==> src/design/bgc_pkg.sv <==
// Package: shared types, constants and column operators for the grid cleanup block.
`default_nettype none
package bgc_pkg;

  localparam int COL_W = 64;
  localparam int IDX_W = 6;

  typedef logic [COL_W-1:0] col_t;
  typedef logic [IDX_W-1:0] idx_t;

  // Which result of the item in the stage is being formed.
  typedef enum logic [1:0] {
    PH_OLD,   // column c-2
    PH_PREV,  // column c-1, last column only
    PH_CUR    // column c, last column only
  } phase_t;

  typedef struct packed {
    idx_t column_index;
    col_t floor_bits;
    col_t wall_bits;
    logic frame_last;
  } bgc_result_t;

  // Up/down neighbor spread inside the grid.
  function automatic col_t vert(input col_t v, input col_t mask);
    return ((v << 1) | (v >> 1)) & mask;
  endfunction

  // Floor kept only where an orthogonal neighbor is floor.
  function automatic col_t clean_col(input col_t left, input col_t mid,
                                     input col_t right, input col_t mask);
    return mid & (left | right | vert(mid, mask)) & mask;
  endfunction

  // Non-floor cells with floor among their eight neighbors.
  function automatic col_t ring_col(input col_t left, input col_t mid,
                                    input col_t right, input col_t mask);
    col_t u;
    col_t d;
    u = left | mid | right;
    d = (u | vert(u, mask)) & mask;
    return d & ~mid;
  endfunction

endpackage
`default_nettype wire

==> src/design/bgc_if.sv <==
// Interfaces: column input channel and result output channel.
`default_nettype none
interface bgc_col_if;
  logic                valid;
  logic                ready;
  logic [63:0]         column_bits;

  modport source (output valid, output column_bits, input ready);
  modport sink   (input valid, input column_bits, output ready);
endinterface

interface bgc_res_if;
  logic                valid;
  logic                ready;
  logic [5:0]          column_index;
  logic [63:0]         floor_bits;
  logic [63:0]         wall_bits;
  logic                frame_last;

  modport source (output valid, output column_index, output floor_bits,
                  output wall_bits, output frame_last, input ready);
  modport sink   (input valid, input column_index, input floor_bits,
                  input wall_bits, input frame_last, output ready);
endinterface
`default_nettype wire

==> src/design/binary_grid_cleanup_and_border_mark.sv <==
// Top level: streaming binary grid cleanup and border marking, one column per transfer.
// A square grid of GRID_SIDE x GRID_SIDE cells arrives one column per input
// transfer, bit y of column_bits being row y; rows at GRID_SIDE and above are
// ignored and come out zero. A floor cell survives if one of its four
// orthogonal neighbors is floor in the raw map; a non-floor cell is marked
// wall if any of its eight neighbors is surviving floor. The result for
// column c is formed while column c+2 sits in the input stage, so columns 0
// and 1 produce nothing on their own; the last column (GRID_SIDE-1) releases
// three results (c-2, c-1, c) and the last carries frame_last. After that the
// block starts a fresh grid at column 0. Throughput is one column per clock
// while the sink is ready, apart from the last column: the input stage register
// feeds a combinational kernel whose result lands in one output register. The
// last column holds the stage until its three results are taken, one at a time,
// because the output register takes one result per cycle while the sink is ready;
// a stalled sink holds the stage. The result for column c passes from the stage,
// where column c+2 sits, into the output register, and a stalled sink can hold it
// in either. Input ready is low while rst is high.
`default_nettype none
module binary_grid_cleanup_and_border_mark #(
  parameter int GRID_SIDE = 64
) (
  input  wire        clk,
  input  wire        rst,
  bgc_col_if.sink    columns,
  bgc_res_if.source  results
);
  import bgc_pkg::*;

  localparam idx_t LAST_IDX = idx_t'(GRID_SIDE - 1);

  // input stage
  logic        stage_valid;
  col_t        col_q;
  idx_t        col_cnt;      // index of the column held in the stage
  phase_t      phase;

  // history of the frame
  col_t        raw_back_one;
  col_t        raw_back_two;
  col_t        clean_back_two;
  col_t        clean_back_three;

  col_t        col_masked;
  col_t        clean_prev;
  bgc_result_t result;

  logic        take;
  logic        is_last;
  logic        has_result;
  logic        emit;
  logic        stage_done;
  logic        accept;

  bgc_kernel #(
    .GRID_SIDE (GRID_SIDE)
  ) u_kernel (
    .col_raw          (col_q),
    .col_idx          (col_cnt),
    .phase            (phase),
    .raw_back_one     (raw_back_one),
    .raw_back_two     (raw_back_two),
    .clean_back_two   (clean_back_two),
    .clean_back_three (clean_back_three),
    .col_masked       (col_masked),
    .clean_prev       (clean_prev),
    .result           (result)
  );

  bgc_out_reg u_out (
    .clk       (clk),
    .rst       (rst),
    .push      (emit),
    .push_data (result),
    .take      (take),
    .res       (results)
  );

  assign is_last    = (col_cnt == LAST_IDX);
  // phase PH_OLD needs two columns of history; later phases only on the last column
  assign has_result = stage_valid && (col_cnt >= idx_t'(2) || phase != PH_OLD);
  assign emit       = has_result && take;
  assign stage_done = stage_valid && (!has_result || take) &&
                      (!is_last || phase == PH_CUR);
  assign columns.ready = !rst && (!stage_valid || stage_done);
  assign accept     = columns.valid && columns.ready;

  always_ff @(posedge clk) begin
    if (rst) begin
      stage_valid      <= 1'b0;
      phase            <= PH_OLD;
      col_cnt          <= '0;
      raw_back_one     <= '0;
      raw_back_two     <= '0;
      clean_back_two   <= '0;
      clean_back_three <= '0;
    end else begin
      if (accept) begin
        stage_valid <= 1'b1;
      end else if (stage_done) begin
        stage_valid <= 1'b0;
      end

      if (stage_done) begin
        phase <= PH_OLD;
      end else if (emit && is_last) begin
        unique case (phase)
          PH_OLD:  phase <= PH_PREV;
          PH_PREV: phase <= PH_CUR;
          default: phase <= PH_OLD;
        endcase
      end

      if (stage_done) begin
        if (is_last) begin
          // end of frame: clear history for the next grid
          col_cnt          <= '0;
          raw_back_one     <= '0;
          raw_back_two     <= '0;
          clean_back_two   <= '0;
          clean_back_three <= '0;
        end else begin
          col_cnt          <= col_cnt + idx_t'(1);
          raw_back_two     <= raw_back_one;
          raw_back_one     <= col_masked;
          clean_back_three <= clean_back_two;
          clean_back_two   <= clean_prev;
        end
      end
    end
    if (accept) begin
      col_q <= columns.column_bits;
    end
  end

`ifndef ASSERT_OFF
  a_last_tag: assert property (@(posedge clk) disable iff (rst)
    results.valid && results.frame_last |-> results.column_index == LAST_IDX)
    else $error("frame_last on a column other than the last");

  a_phase_only_last: assert property (@(posedge clk) disable iff (rst)
    stage_valid && !is_last |-> phase == PH_OLD)
    else $error("extra result phase outside the last column");

  a_frame_wrap: assert property (@(posedge clk) disable iff (rst)
    stage_done && is_last |=> col_cnt == '0 && phase == PH_OLD)
    else $error("frame did not restart after the last column");

  a_emit_shows: assert property (@(posedge clk) disable iff (rst)
    emit |=> results.valid)
    else $error("emitted result not presented");

  a_no_early_result: assert property (@(posedge clk) disable iff (rst)
    stage_valid && col_cnt < idx_t'(2) |-> !emit)
    else $error("result emitted before two columns of history");
`endif

endmodule
`default_nettype wire

==> src/design/bgc_kernel.sv <==
// Column kernel: cleanup and border mark for one result from the stored columns.
`default_nettype none
module bgc_kernel #(
  parameter int GRID_SIDE = 64
) (
  input  wire  bgc_pkg::col_t       col_raw,
  input  wire  bgc_pkg::idx_t       col_idx,
  input  wire  bgc_pkg::phase_t     phase,
  input  wire  bgc_pkg::col_t       raw_back_one,
  input  wire  bgc_pkg::col_t       raw_back_two,
  input  wire  bgc_pkg::col_t       clean_back_two,
  input  wire  bgc_pkg::col_t       clean_back_three,
  output bgc_pkg::col_t             col_masked,
  output bgc_pkg::col_t             clean_prev,
  output bgc_pkg::bgc_result_t      result
);
  import bgc_pkg::*;

  localparam col_t ROW_MASK = {COL_W{1'b1}} >> (COL_W - GRID_SIDE);

  col_t clean_cur;

  assign col_masked = col_raw & ROW_MASK;
  assign clean_prev = clean_col(raw_back_two, raw_back_one, col_masked, ROW_MASK);
  assign clean_cur  = clean_col(raw_back_one, col_masked, '0, ROW_MASK);

  always_comb begin
    unique case (phase)
      PH_OLD: begin
        result.column_index = col_idx - idx_t'(2);
        result.floor_bits   = clean_back_two;
        result.wall_bits    = ring_col(clean_back_three, clean_back_two, clean_prev,
                                       ROW_MASK);
        result.frame_last   = 1'b0;
      end
      PH_PREV: begin
        result.column_index = col_idx - idx_t'(1);
        result.floor_bits   = clean_prev;
        result.wall_bits    = ring_col(clean_back_two, clean_prev, clean_cur, ROW_MASK);
        result.frame_last   = 1'b0;
      end
      PH_CUR: begin
        result.column_index = col_idx;
        result.floor_bits   = clean_cur;
        result.wall_bits    = ring_col(clean_prev, clean_cur, '0, ROW_MASK);
        result.frame_last   = 1'b1;
      end
      default: begin
        result = '0;
      end
    endcase
  end

endmodule
`default_nettype wire

==> src/design/bgc_out_reg.sv <==
// Output register: holds one result until the sink takes it.
`default_nettype none
module bgc_out_reg (
  input  wire                       clk,
  input  wire                       rst,
  input  wire                       push,
  input  wire  bgc_pkg::bgc_result_t push_data,
  output logic                      take,
  bgc_res_if.source                 res
);
  import bgc_pkg::*;

  logic        valid_q;
  bgc_result_t data_q;

  // free when empty or being drained this cycle
  assign take = !valid_q || res.ready;

  always_ff @(posedge clk) begin
    if (rst) begin
      valid_q <= 1'b0;
    end else if (take) begin
      valid_q <= push;
    end
    if (take && push) begin
      data_q <= push_data;
    end
  end

  assign res.valid        = valid_q;
  assign res.column_index = data_q.column_index;
  assign res.floor_bits   = data_q.floor_bits;
  assign res.wall_bits    = data_q.wall_bits;
  assign res.frame_last   = data_q.frame_last;

endmodule
`default_nettype wire

==> src/flat_wrapper.sv <==
// flat-port wrapper written by rule: the top's interface ports become plain ports
module binary_grid_cleanup_and_border_mark_flat import bgc_pkg::*;
#(
  parameter int GRID_SIDE = 64
)
  (clk, rst, columns_valid, columns_column_bits, columns_ready, results_valid, results_column_index, results_floor_bits, results_wall_bits, results_frame_last, results_ready);
  bgc_col_if columns_i ();
  bgc_res_if results_i ();
  input  wire clk;
  input  wire rst;
  input wire logic [$bits(columns_i.valid)-1:0] columns_valid;
  input wire logic [$bits(columns_i.column_bits)-1:0] columns_column_bits;
  output wire logic [$bits(columns_i.ready)-1:0] columns_ready;
  output wire logic [$bits(results_i.valid)-1:0] results_valid;
  output wire logic [$bits(results_i.column_index)-1:0] results_column_index;
  output wire logic [$bits(results_i.floor_bits)-1:0] results_floor_bits;
  output wire logic [$bits(results_i.wall_bits)-1:0] results_wall_bits;
  output wire logic [$bits(results_i.frame_last)-1:0] results_frame_last;
  input wire logic [$bits(results_i.ready)-1:0] results_ready;
  assign columns_i.valid = columns_valid;
  assign columns_i.column_bits = columns_column_bits;
  assign columns_ready = columns_i.ready;
  assign results_valid = results_i.valid;
  assign results_column_index = results_i.column_index;
  assign results_floor_bits = results_i.floor_bits;
  assign results_wall_bits = results_i.wall_bits;
  assign results_frame_last = results_i.frame_last;
  assign results_i.ready = results_ready;
  binary_grid_cleanup_and_border_mark #(.GRID_SIDE(GRID_SIDE)) u_core (.clk(clk), .rst(rst), .columns(columns_i), .results(results_i));
endmodule
==> config.mk <==
export PLATFORM = sky130hd
export DESIGN_NAME = binary_grid_cleanup_and_border_mark_flat
export DESIGN_NICKNAME = d
export VERILOG_FILES = /design/src/design/bgc_pkg.sv /design/src/design/bgc_if.sv /design/src/design/binary_grid_cleanup_and_border_mark.sv /design/src/design/bgc_kernel.sv /design/src/design/bgc_out_reg.sv /design/src/flat_wrapper.sv
export SDC_FILE = /design/constraint.sdc
export NUM_CORES = 1
export LEC_CHECK = 0
export ABC_AREA = 0
export BUFFER_PORTS_ARGS = -buffer_cell sky130_fd_sc_hd__buf_2
export CORE_MARGIN = 2
export CORE_UTILIZATION = 30
export CTS_BUF_LIST = sky130_fd_sc_hd__clkbuf_16
export DETAILED_ROUTE_END_ITERATION = 12
export PLACE_DENSITY_LB_ADDON = 0.2
export SLEW_MARGIN = 20
export SYNTH_ARGS = -nofsm -noshare
export SYNTH_HDL_FRONTEND = slang
export SYNTH_SLANG_ARGS = --single-unit
==> constraint.sdc <==
create_clock -name clk -period 11.8 [get_ports clk]
set_input_delay 0 -clock clk [delete_from_list [all_inputs] [get_ports clk]]
set_output_delay 0 -clock clk [all_outputs]
set_load 0.02 [all_outputs]
# [After elaboration in Yosys (flattened, before gate mapping)]
# Index checks and enable logic that the tools add are counted.
[classes] order_cmp=1 n_mux=9 n_addsub=3 eq_ne=3 reduce_logical=22 bitwise_logic=24
[ops] cell="64-bit bitwise OR" count=11
[ops] cell="135-bit one-hot mux with 3 select lines" count=1
[ops] cell="64-bit bitwise AND" count=5
[ops] cell="64-bit by 63-bit bitwise OR with 64-bit output" count=5
[ops] cell="64-bit two-way mux" count=4
[ops] cell="64-bit NOT" count=3
[ops] cell="1-bit logical AND" count=8
[ops] cell="6-bit by 1-bit adder with 6-bit output (second input constant)" count=1
[ops] cell="6-bit == test (second input constant)" count=1
[ops] cell="6-bit by 2-bit greater-or-equal comparator with 1-bit output (second input constant)" count=1
[ops] cell="6-bit two-way mux" count=1
[ops] cell="6-bit by 1-bit subtractor with 6-bit output (second input constant)" count=1
[ops] cell="6-bit by 2-bit subtractor with 6-bit output (second input constant)" count=1
[ops] cell="1-bit zero test" count=5
[ops] cell="1-bit logical OR" count=5
[ops] cell="2-bit one-hot mux with 2 select lines" count=1
[ops] cell="2-bit nonzero test" count=2
[ops] cell="2-bit by 1-bit == test with 1-bit output (second input constant)" count=1
[ops] cell="2-bit == test (second input constant)" count=1
[ops] cell="2-bit zero test" count=1
[ops] cell="1-bit two-way mux" count=2
[ops] cell="2-bit OR reduction" count=1
[totals] ff_bits=465

# [Depth between registers and ports, before layout]
[depth] ltp_word=11 ltp_mapped=9 depth_no_buf=7

# [Cells and area by module]
# Synthesis repeated with hierarchy kept, for this count alone.
[unflattened] hier_cells=1857 hier_area_um2=21013.9
[modules_own_cells] mod="binary_grid_cleanup_and_border_mark" seq_area_each_um2=7226.9 area_each_um2=10279.9 cells_per_inst=697 n_inst=1
[modules_own_cells] mod="bgc_kernel" seq_area_each_um2=0.0 area_each_um2=6625.1 cells_per_inst=1020 n_inst=1
[modules_own_cells] mod="bgc_out_reg" seq_area_each_um2=4073.9 area_each_um2=4108.9 cells_per_inst=140 n_inst=1

# [Worst setup path before layout]
# No wires, ideal clock.
[synth_timing] kind="register to register" start="register u_core.col_cnt[0]" end="register u_core.col_q[0], enable pin" period_less_slack_ns=6.982 setup_ns=0.578 path_stages_with_launch=8 path_buffers=1 path_slack_ns=4.818 arrival_ns=6.404 path_cell_list="dfxtp_1 inv_1 ha_1 or4_1 o21ba_2 buf_6 o21ai_0 nor3b_1"
[synth_between] elab_chain_cells=10 word_cells_on_any_way=13 cone_classes="1 x order compare; 1 x eq/ne; 11 x reduce/logical"
[synth_rtl] item="start: declaration" line="binary_grid_cleanup_and_border_mark.sv:34" rtl="idx_t col_cnt;"
[synth_rtl] item="start signal: assignment" line="binary_grid_cleanup_and_border_mark.sv:122" rtl="col_cnt <= col_cnt + idx_t'(1);"
[synth_rtl] item="6-bit by 2-bit greater-or-equal comparator with 1-bit output" line="binary_grid_cleanup_and_border_mark.sv:80" rtl="assign has_result = stage_valid && (col_cnt >= idx_t'(2) || phase != PH_OLD);"
[synth_rtl] item="1-bit logical OR" line="binary_grid_cleanup_and_border_mark.sv:80"
[synth_rtl] item="1-bit logical AND" line="binary_grid_cleanup_and_border_mark.sv:80"
[synth_rtl] item="1-bit zero test" line="binary_grid_cleanup_and_border_mark.sv:82" rtl="assign stage_done = stage_valid && (!has_result || take) &&"
[synth_rtl] item="1-bit logical OR" line="binary_grid_cleanup_and_border_mark.sv:82"
[synth_rtl] item="1-bit logical AND" line="binary_grid_cleanup_and_border_mark.sv:82"
[synth_rtl] item="1-bit logical AND (*)" line="binary_grid_cleanup_and_border_mark.sv:82"
[synth_rtl] item="1-bit logical OR (*)" line="binary_grid_cleanup_and_border_mark.sv:84" rtl="assign columns.ready = !rst && (!stage_valid || stage_done);"
[synth_rtl] item="1-bit logical AND (*)" line="binary_grid_cleanup_and_border_mark.sv:84"
[synth_rtl] item="1-bit logical AND (*)" line="binary_grid_cleanup_and_border_mark.sv:85" rtl="assign accept = columns.valid && columns.ready;"
[synth_rtl] item="via u_core.accept" line="binary_grid_cleanup_and_border_mark.sv:52" rtl="logic accept;"
[synth_rtl] item="end signal: assignment" line="binary_grid_cleanup_and_border_mark.sv:131" rtl="col_q <= columns.column_bits;"
[synth_rtl] item="end: declaration" line="binary_grid_cleanup_and_border_mark.sv:33" rtl="col_t col_q;"
# The timed path passes the listed nets; every way through them passes the cells marked *.
# A chain may end at the register's enable or synchronous reset.

# [Final worst setup path]
[layout_timing] start="register u_core.phase[0]" end="output port columns_ready"
[layout_between] elab_chain_cells=9 word_cells_on_any_way=11 cone_classes="1 x eq/ne; 10 x reduce/logical"
[layout_rtl] item="start: declaration" line="binary_grid_cleanup_and_border_mark.sv:35" rtl="phase_t phase;"
[layout_rtl] item="start signal: assignment" line="binary_grid_cleanup_and_border_mark.sv:90" rtl="phase <= PH_OLD;"
[layout_rtl] item="start signal: assignment" line="binary_grid_cleanup_and_border_mark.sv:104" rtl="phase <= PH_OLD;"
[layout_rtl] item="start signal: assignment" line="binary_grid_cleanup_and_border_mark.sv:107" rtl="PH_OLD: phase <= PH_PREV;"
[layout_rtl] item="2-bit nonzero test" line="binary_grid_cleanup_and_border_mark.sv:80"
[layout_rtl] item="1-bit logical OR" line="binary_grid_cleanup_and_border_mark.sv:80"
[layout_rtl] item="1-bit logical AND" line="binary_grid_cleanup_and_border_mark.sv:80"
[layout_rtl] item="1-bit zero test" line="binary_grid_cleanup_and_border_mark.sv:82"
[layout_rtl] item="1-bit logical OR" line="binary_grid_cleanup_and_border_mark.sv:82"
[layout_rtl] item="1-bit logical AND" line="binary_grid_cleanup_and_border_mark.sv:82"
[layout_rtl] item="1-bit logical AND (*)" line="binary_grid_cleanup_and_border_mark.sv:82"
[layout_rtl] item="1-bit logical OR (*)" line="binary_grid_cleanup_and_border_mark.sv:84"
[layout_rtl] item="1-bit logical AND (*)" line="binary_grid_cleanup_and_border_mark.sv:84"
[layout_rtl] item="end: declaration" line="flat_wrapper.sv:13" rtl="output wire logic [$bits(columns_i.ready)-1:0] columns_ready;"
# Mark *: on every way between the ends. The rest lies on a longest branch, timed or not.

==> run summary <==
The run finished with clean final reports. The logs give 2636 for the net count of the finished layout and 0 for the leftover overflow at the end of global routing. The logs give 0.842 for the global placement routability congestion and 23300 sq um for the post-synthesis cell area.

The number of clock buffers added by TritonCTS is 52. The power share of the combinational group came out at 0.087. Part of the Yosys area used for sequential elements: 0.485. The highest attainable clock frequency was 0.194 GHz. TritonCTS built the clock tree.

For the routed via count, the log shows 21900. The clock share of power is 0.431, and the internal cell power is 2.76 mW. The worst setup path is of the flip-flop to primary output kind. The Yosys step of the flow raised 0 warnings. The tools report the category of the worst setup path capture point as a primary output. Final setup skew: 16.4 ps.

The worst setup path is launched from a flip-flop. The maximum resistive drop on vdd was 0.102 mV; the die extent in x was 283 um. In this run, the number of DRC markers left after iteration 0 of detailed routing was 1984. The share of the cycle needed by the critical path after routing came out at 0.436. For this run, the slowest stage of the critical path takes 890 ps. The worst register-to-register path has a depth of 7. The all-layer global routing usage was 0.187.

The clock tree root buffer cell was clkbuf_16. Relative to the synthesized area, the layout overhead comes to 16.1%. Count of fill cells added during filler insertion: 7876. In the final routed layout, each cell accounts on average for 21.3 um. The clock reaches the later pin of the worst-skew pair after 600 ps.

Leaving out fill and tap cells, the most frequent cell in the layout is a21oi_1. The logs give 0 for the number of buffers inserted by post-CTS setup repair and 0 ps for the sum of negative setup slack. The die span in y was 283 um. The largest buffer count on any clock path is 3, and the count of final max-slew check failures is 0.

The library cell contributing the largest single delay on the critical path is nand2b_4. By area the synthesized netlist is led by edfxtp_1, dfxtp_1, nand4_1. The top cell types in the final layout, fill and taps aside, are a21oi_1, o21ai_0, nand4_1, dfxtp_1, buf_2.

For this design the total switching power over the nets is 0.953 mW. The number of synthesized flops with an enable pin is 199. For the clock sink count, the log shows 465. Along the worst path, the maximum fanout reaches 265. The leakage component of the power is 8.50 nW, and the fraction of power spent switching nets is 0.257. Data required time at the worst endpoint: 11800 ps. The initial core utilization was 0.302. After synthesis, the netlist uses 64 different library cells. Setup repair after global routing left no endpoint under its margin.

Each instance of the synthesized netlist takes up on average 9.27 sq um. The first TritonRoute pass finished after 6 iterations. The run gives 79900 sq um as the total die area. The share of post-route cells with drive strength above 1 is 0.124. The share of the synthesized area in the top cell type is 0.256.

The run gives 0 as the number of hold violations in the final report. In the final layout, the multi-input gates occupy 10800 sq um. Simple-gate area share of the yosys netlist: 0.162.

The number of register bits inferred by synthesis came out at 465. The run gives 0.252 as the remaining max-slew budget at the tightest pin. Walking the worst path, the cells encountered are buf_4, nand2b_4, inv_2, o31ai_4, buf_12, nand2b_1, a21oi_1, buf_2. The port buffer count is 204. The H-tree was split into 2 levels. Max capacitance violation total: 0. The proportion of power drawn by flip-flops and latches is 0.483. After detailed routing, the number of remaining DRC violations is 0. The share of cell area taken by muxes after synthesis was 0.0104; the sum of routed wire length over all layers was 77600 um. Pin placement for this block handled 205 I/O pins.

The fraction of synthesis flops using an asynchronous set or reset pin was 0; the number of placement rows was 102. The post-synthesis adder-cell area fraction works out to 0.00322. The core region is 77200 sq um.

Clock-pin slew was measured on the worst setup and hold paths at 70 ps. Detailed placement ended at an HPWL of 46800 um. In this run the register-to-register setup slack is 7360 ps. The run gives 20500 as the number of global-route vias before repair. For the worst setup path, the data arrival time is 5140 ps.

The tools report the post-synthesis instance total as 2513. Power spread over the standard cell area amounts to 137 nW/um^2. The pin count of the biggest net entering global routing is 266, and the slew at the pin closest to its max-slew limit is 1120 ps. Summing all flip-flop and latch instances after layout gives 11300 sq um.

The XOR/XNOR share of the synthesized area works out to 0.000376. The first global-routing pass estimated 121000 um of wire. Setup violations remaining at the end of the flow were counted as 0. For the net count of the mapped netlist, the log shows 2587. The min-delay analysis places its worst path in the category primary input to flip-flop.

Dominant synthesized flop cell: dfxtp_1. By area, the combinational part of the netlist is dominated by compound AO/OA/AOI/OAI gates. The worst path in the final design needs a cycle of 5140 ps, including I/O delays and setup.

The biggest area consumer among synthesized cells was edfxtp_1. The number of vias per cell is 6.01, and the number of nets still failing antenna checks after routing is 0. The synthesized-area fraction occupied by ao, oa, aoi and oai cells was 0.286; the initial antenna violation count was 1.

Counting instances, the worst hold path has a depth of 2. Overall power consumption after layout is estimated at 3.71 mW. The run gives 0 as the number of diodes added for antenna fixing.
## power groups by stage
stage | sequential (mW) | combinational [mW] | clock [mW]
2_1_floorplan | 1.80 | 0.222 | 0
3_3_place_gp | 1.82 | 0.299 | 0
3_5_place_dp | 1.82 | 0.301 | 0
4_1_cts | 1.79 | 0.322 | 1.65
5_1_grt | 1.80 | 0.353 | 1.70
6_report | 1.79 | 0.321 | 1.60
## final timing paths
path                                                     to                   startpoint
worst max-delay path                          columns_ready              u_core.phase[0]
worst min-delay path                u_core.raw_back_two[10]                          rst
worst max register to register      u_core.raw_back_two[24]              u_core.phase[0]
worst min register to register  u_core.clean_back_three[36]  u_core.clean_back_three[36]
## state kept, by name, summed over array words and instances (netlist names)
signal / count
u_core.raw_back_one: 64
u_core.u_out.res.column_index: 6
u_core.raw_back_two: 64
u_core.u_out.res.frame_last: 1
u_core.stage_valid: 1
u_core.u_out.res.floor_bits: 64
u_core.clean_back_two: 64
u_core.col_q: 64
u_core.u_out.res.wall_bits: 64
u_core.clean_back_three: 64
u_core.phase: 2
u_core.u_out.res.valid: 1
u_core.col_cnt: 6
## cells by family (layout without fill, tap and decap cells)
| logic type | count (synthesis) | count (layout) |
|---|---|---|
| flops | 465 | 465 |
| fa+ha+maj | 6 | 6 |
| compound gates | 1028 | 1028 |
| buf+inv | 313 | 406 |
| simple gates | 676 | 676 |
| mux | 24 | 24 |
| xor+xnor | 1 | 1 |
## layout make-up
type	count	share of cell area
Clock inverter	43	0.0106
Timing Repair Buffer	293	0.0698
Sequential cell	465	0.418
Multi-Input combinational cell	1735	0.400
Tap cell	1040	0.0481
Clock buffer	55	0.0509
Inverter	15	0.00231
## metrics by stage
| step | setup slack (ps) | cell area (sq um) | std cells | utilization | hold slack (ps) |
|---|---|---|---|---|---|
| floorplan | 4820 | 23300 | 2513 | - | 98.9 |
| global placement | 7360 | 24700 | 3481 | 0.320 | 180 |
| detailed placement | 7290 | 24700 | 3481 | 0.320 | 178 |
| CTS | 6620 | 27000 | 3645 | 0.350 | 8.24 |
| global route | 6360 | 27000 | 3646 | 0.350 | 33.4 |
| finish | 6660 | 27000 | 3646 | 0.350 | 7.31 |
## cell usage after synthesis (all sizes together) (7+ instances only)
library cell / number
nand2: 56
nor3: 74
nor2: 111
o211ai: 12
or3: 13
o41a: 62
or4: 7
nand4: 276
a311o: 38
o31ai: 61
o41ai: 43
mux2i: 23
o311ai: 44
a22oi: 16
dfxtp: 266
a21oi: 309
inv: 15
buf: 49
edfxtp: 199
nand2b: 17
a211oi: 11
nand3: 22
nor4: 52
clkbuf: 249
a311oi: 22
a211o: 9
o21ai: 293
o32ai: 12
o31a: 14
o22ai: 61
## critical path: cells and delay by family (launching register included)
family	cells	cell delay [ps]
buffers and inverters	4	2130
and+or+nand+nor	2	1140
DFF	1	570
AOI/OAI and AO/OA	2	590
## per-layer routing
metal	part of all wire	wire [um]	track usage
met3	0.054	4170	0.0255
met2	0.45	34800	0.287
met1	0.47	36800	0.272
met4	0.024	1870	0.0532
met5	0	0	0
## timing repair
action                                 CTS  global route
hold buffers                            66             0
endpoints found under the hold margin   66             0
resized for setup                        0             0
Note: power is estimated with default switching activity, not from simulation.
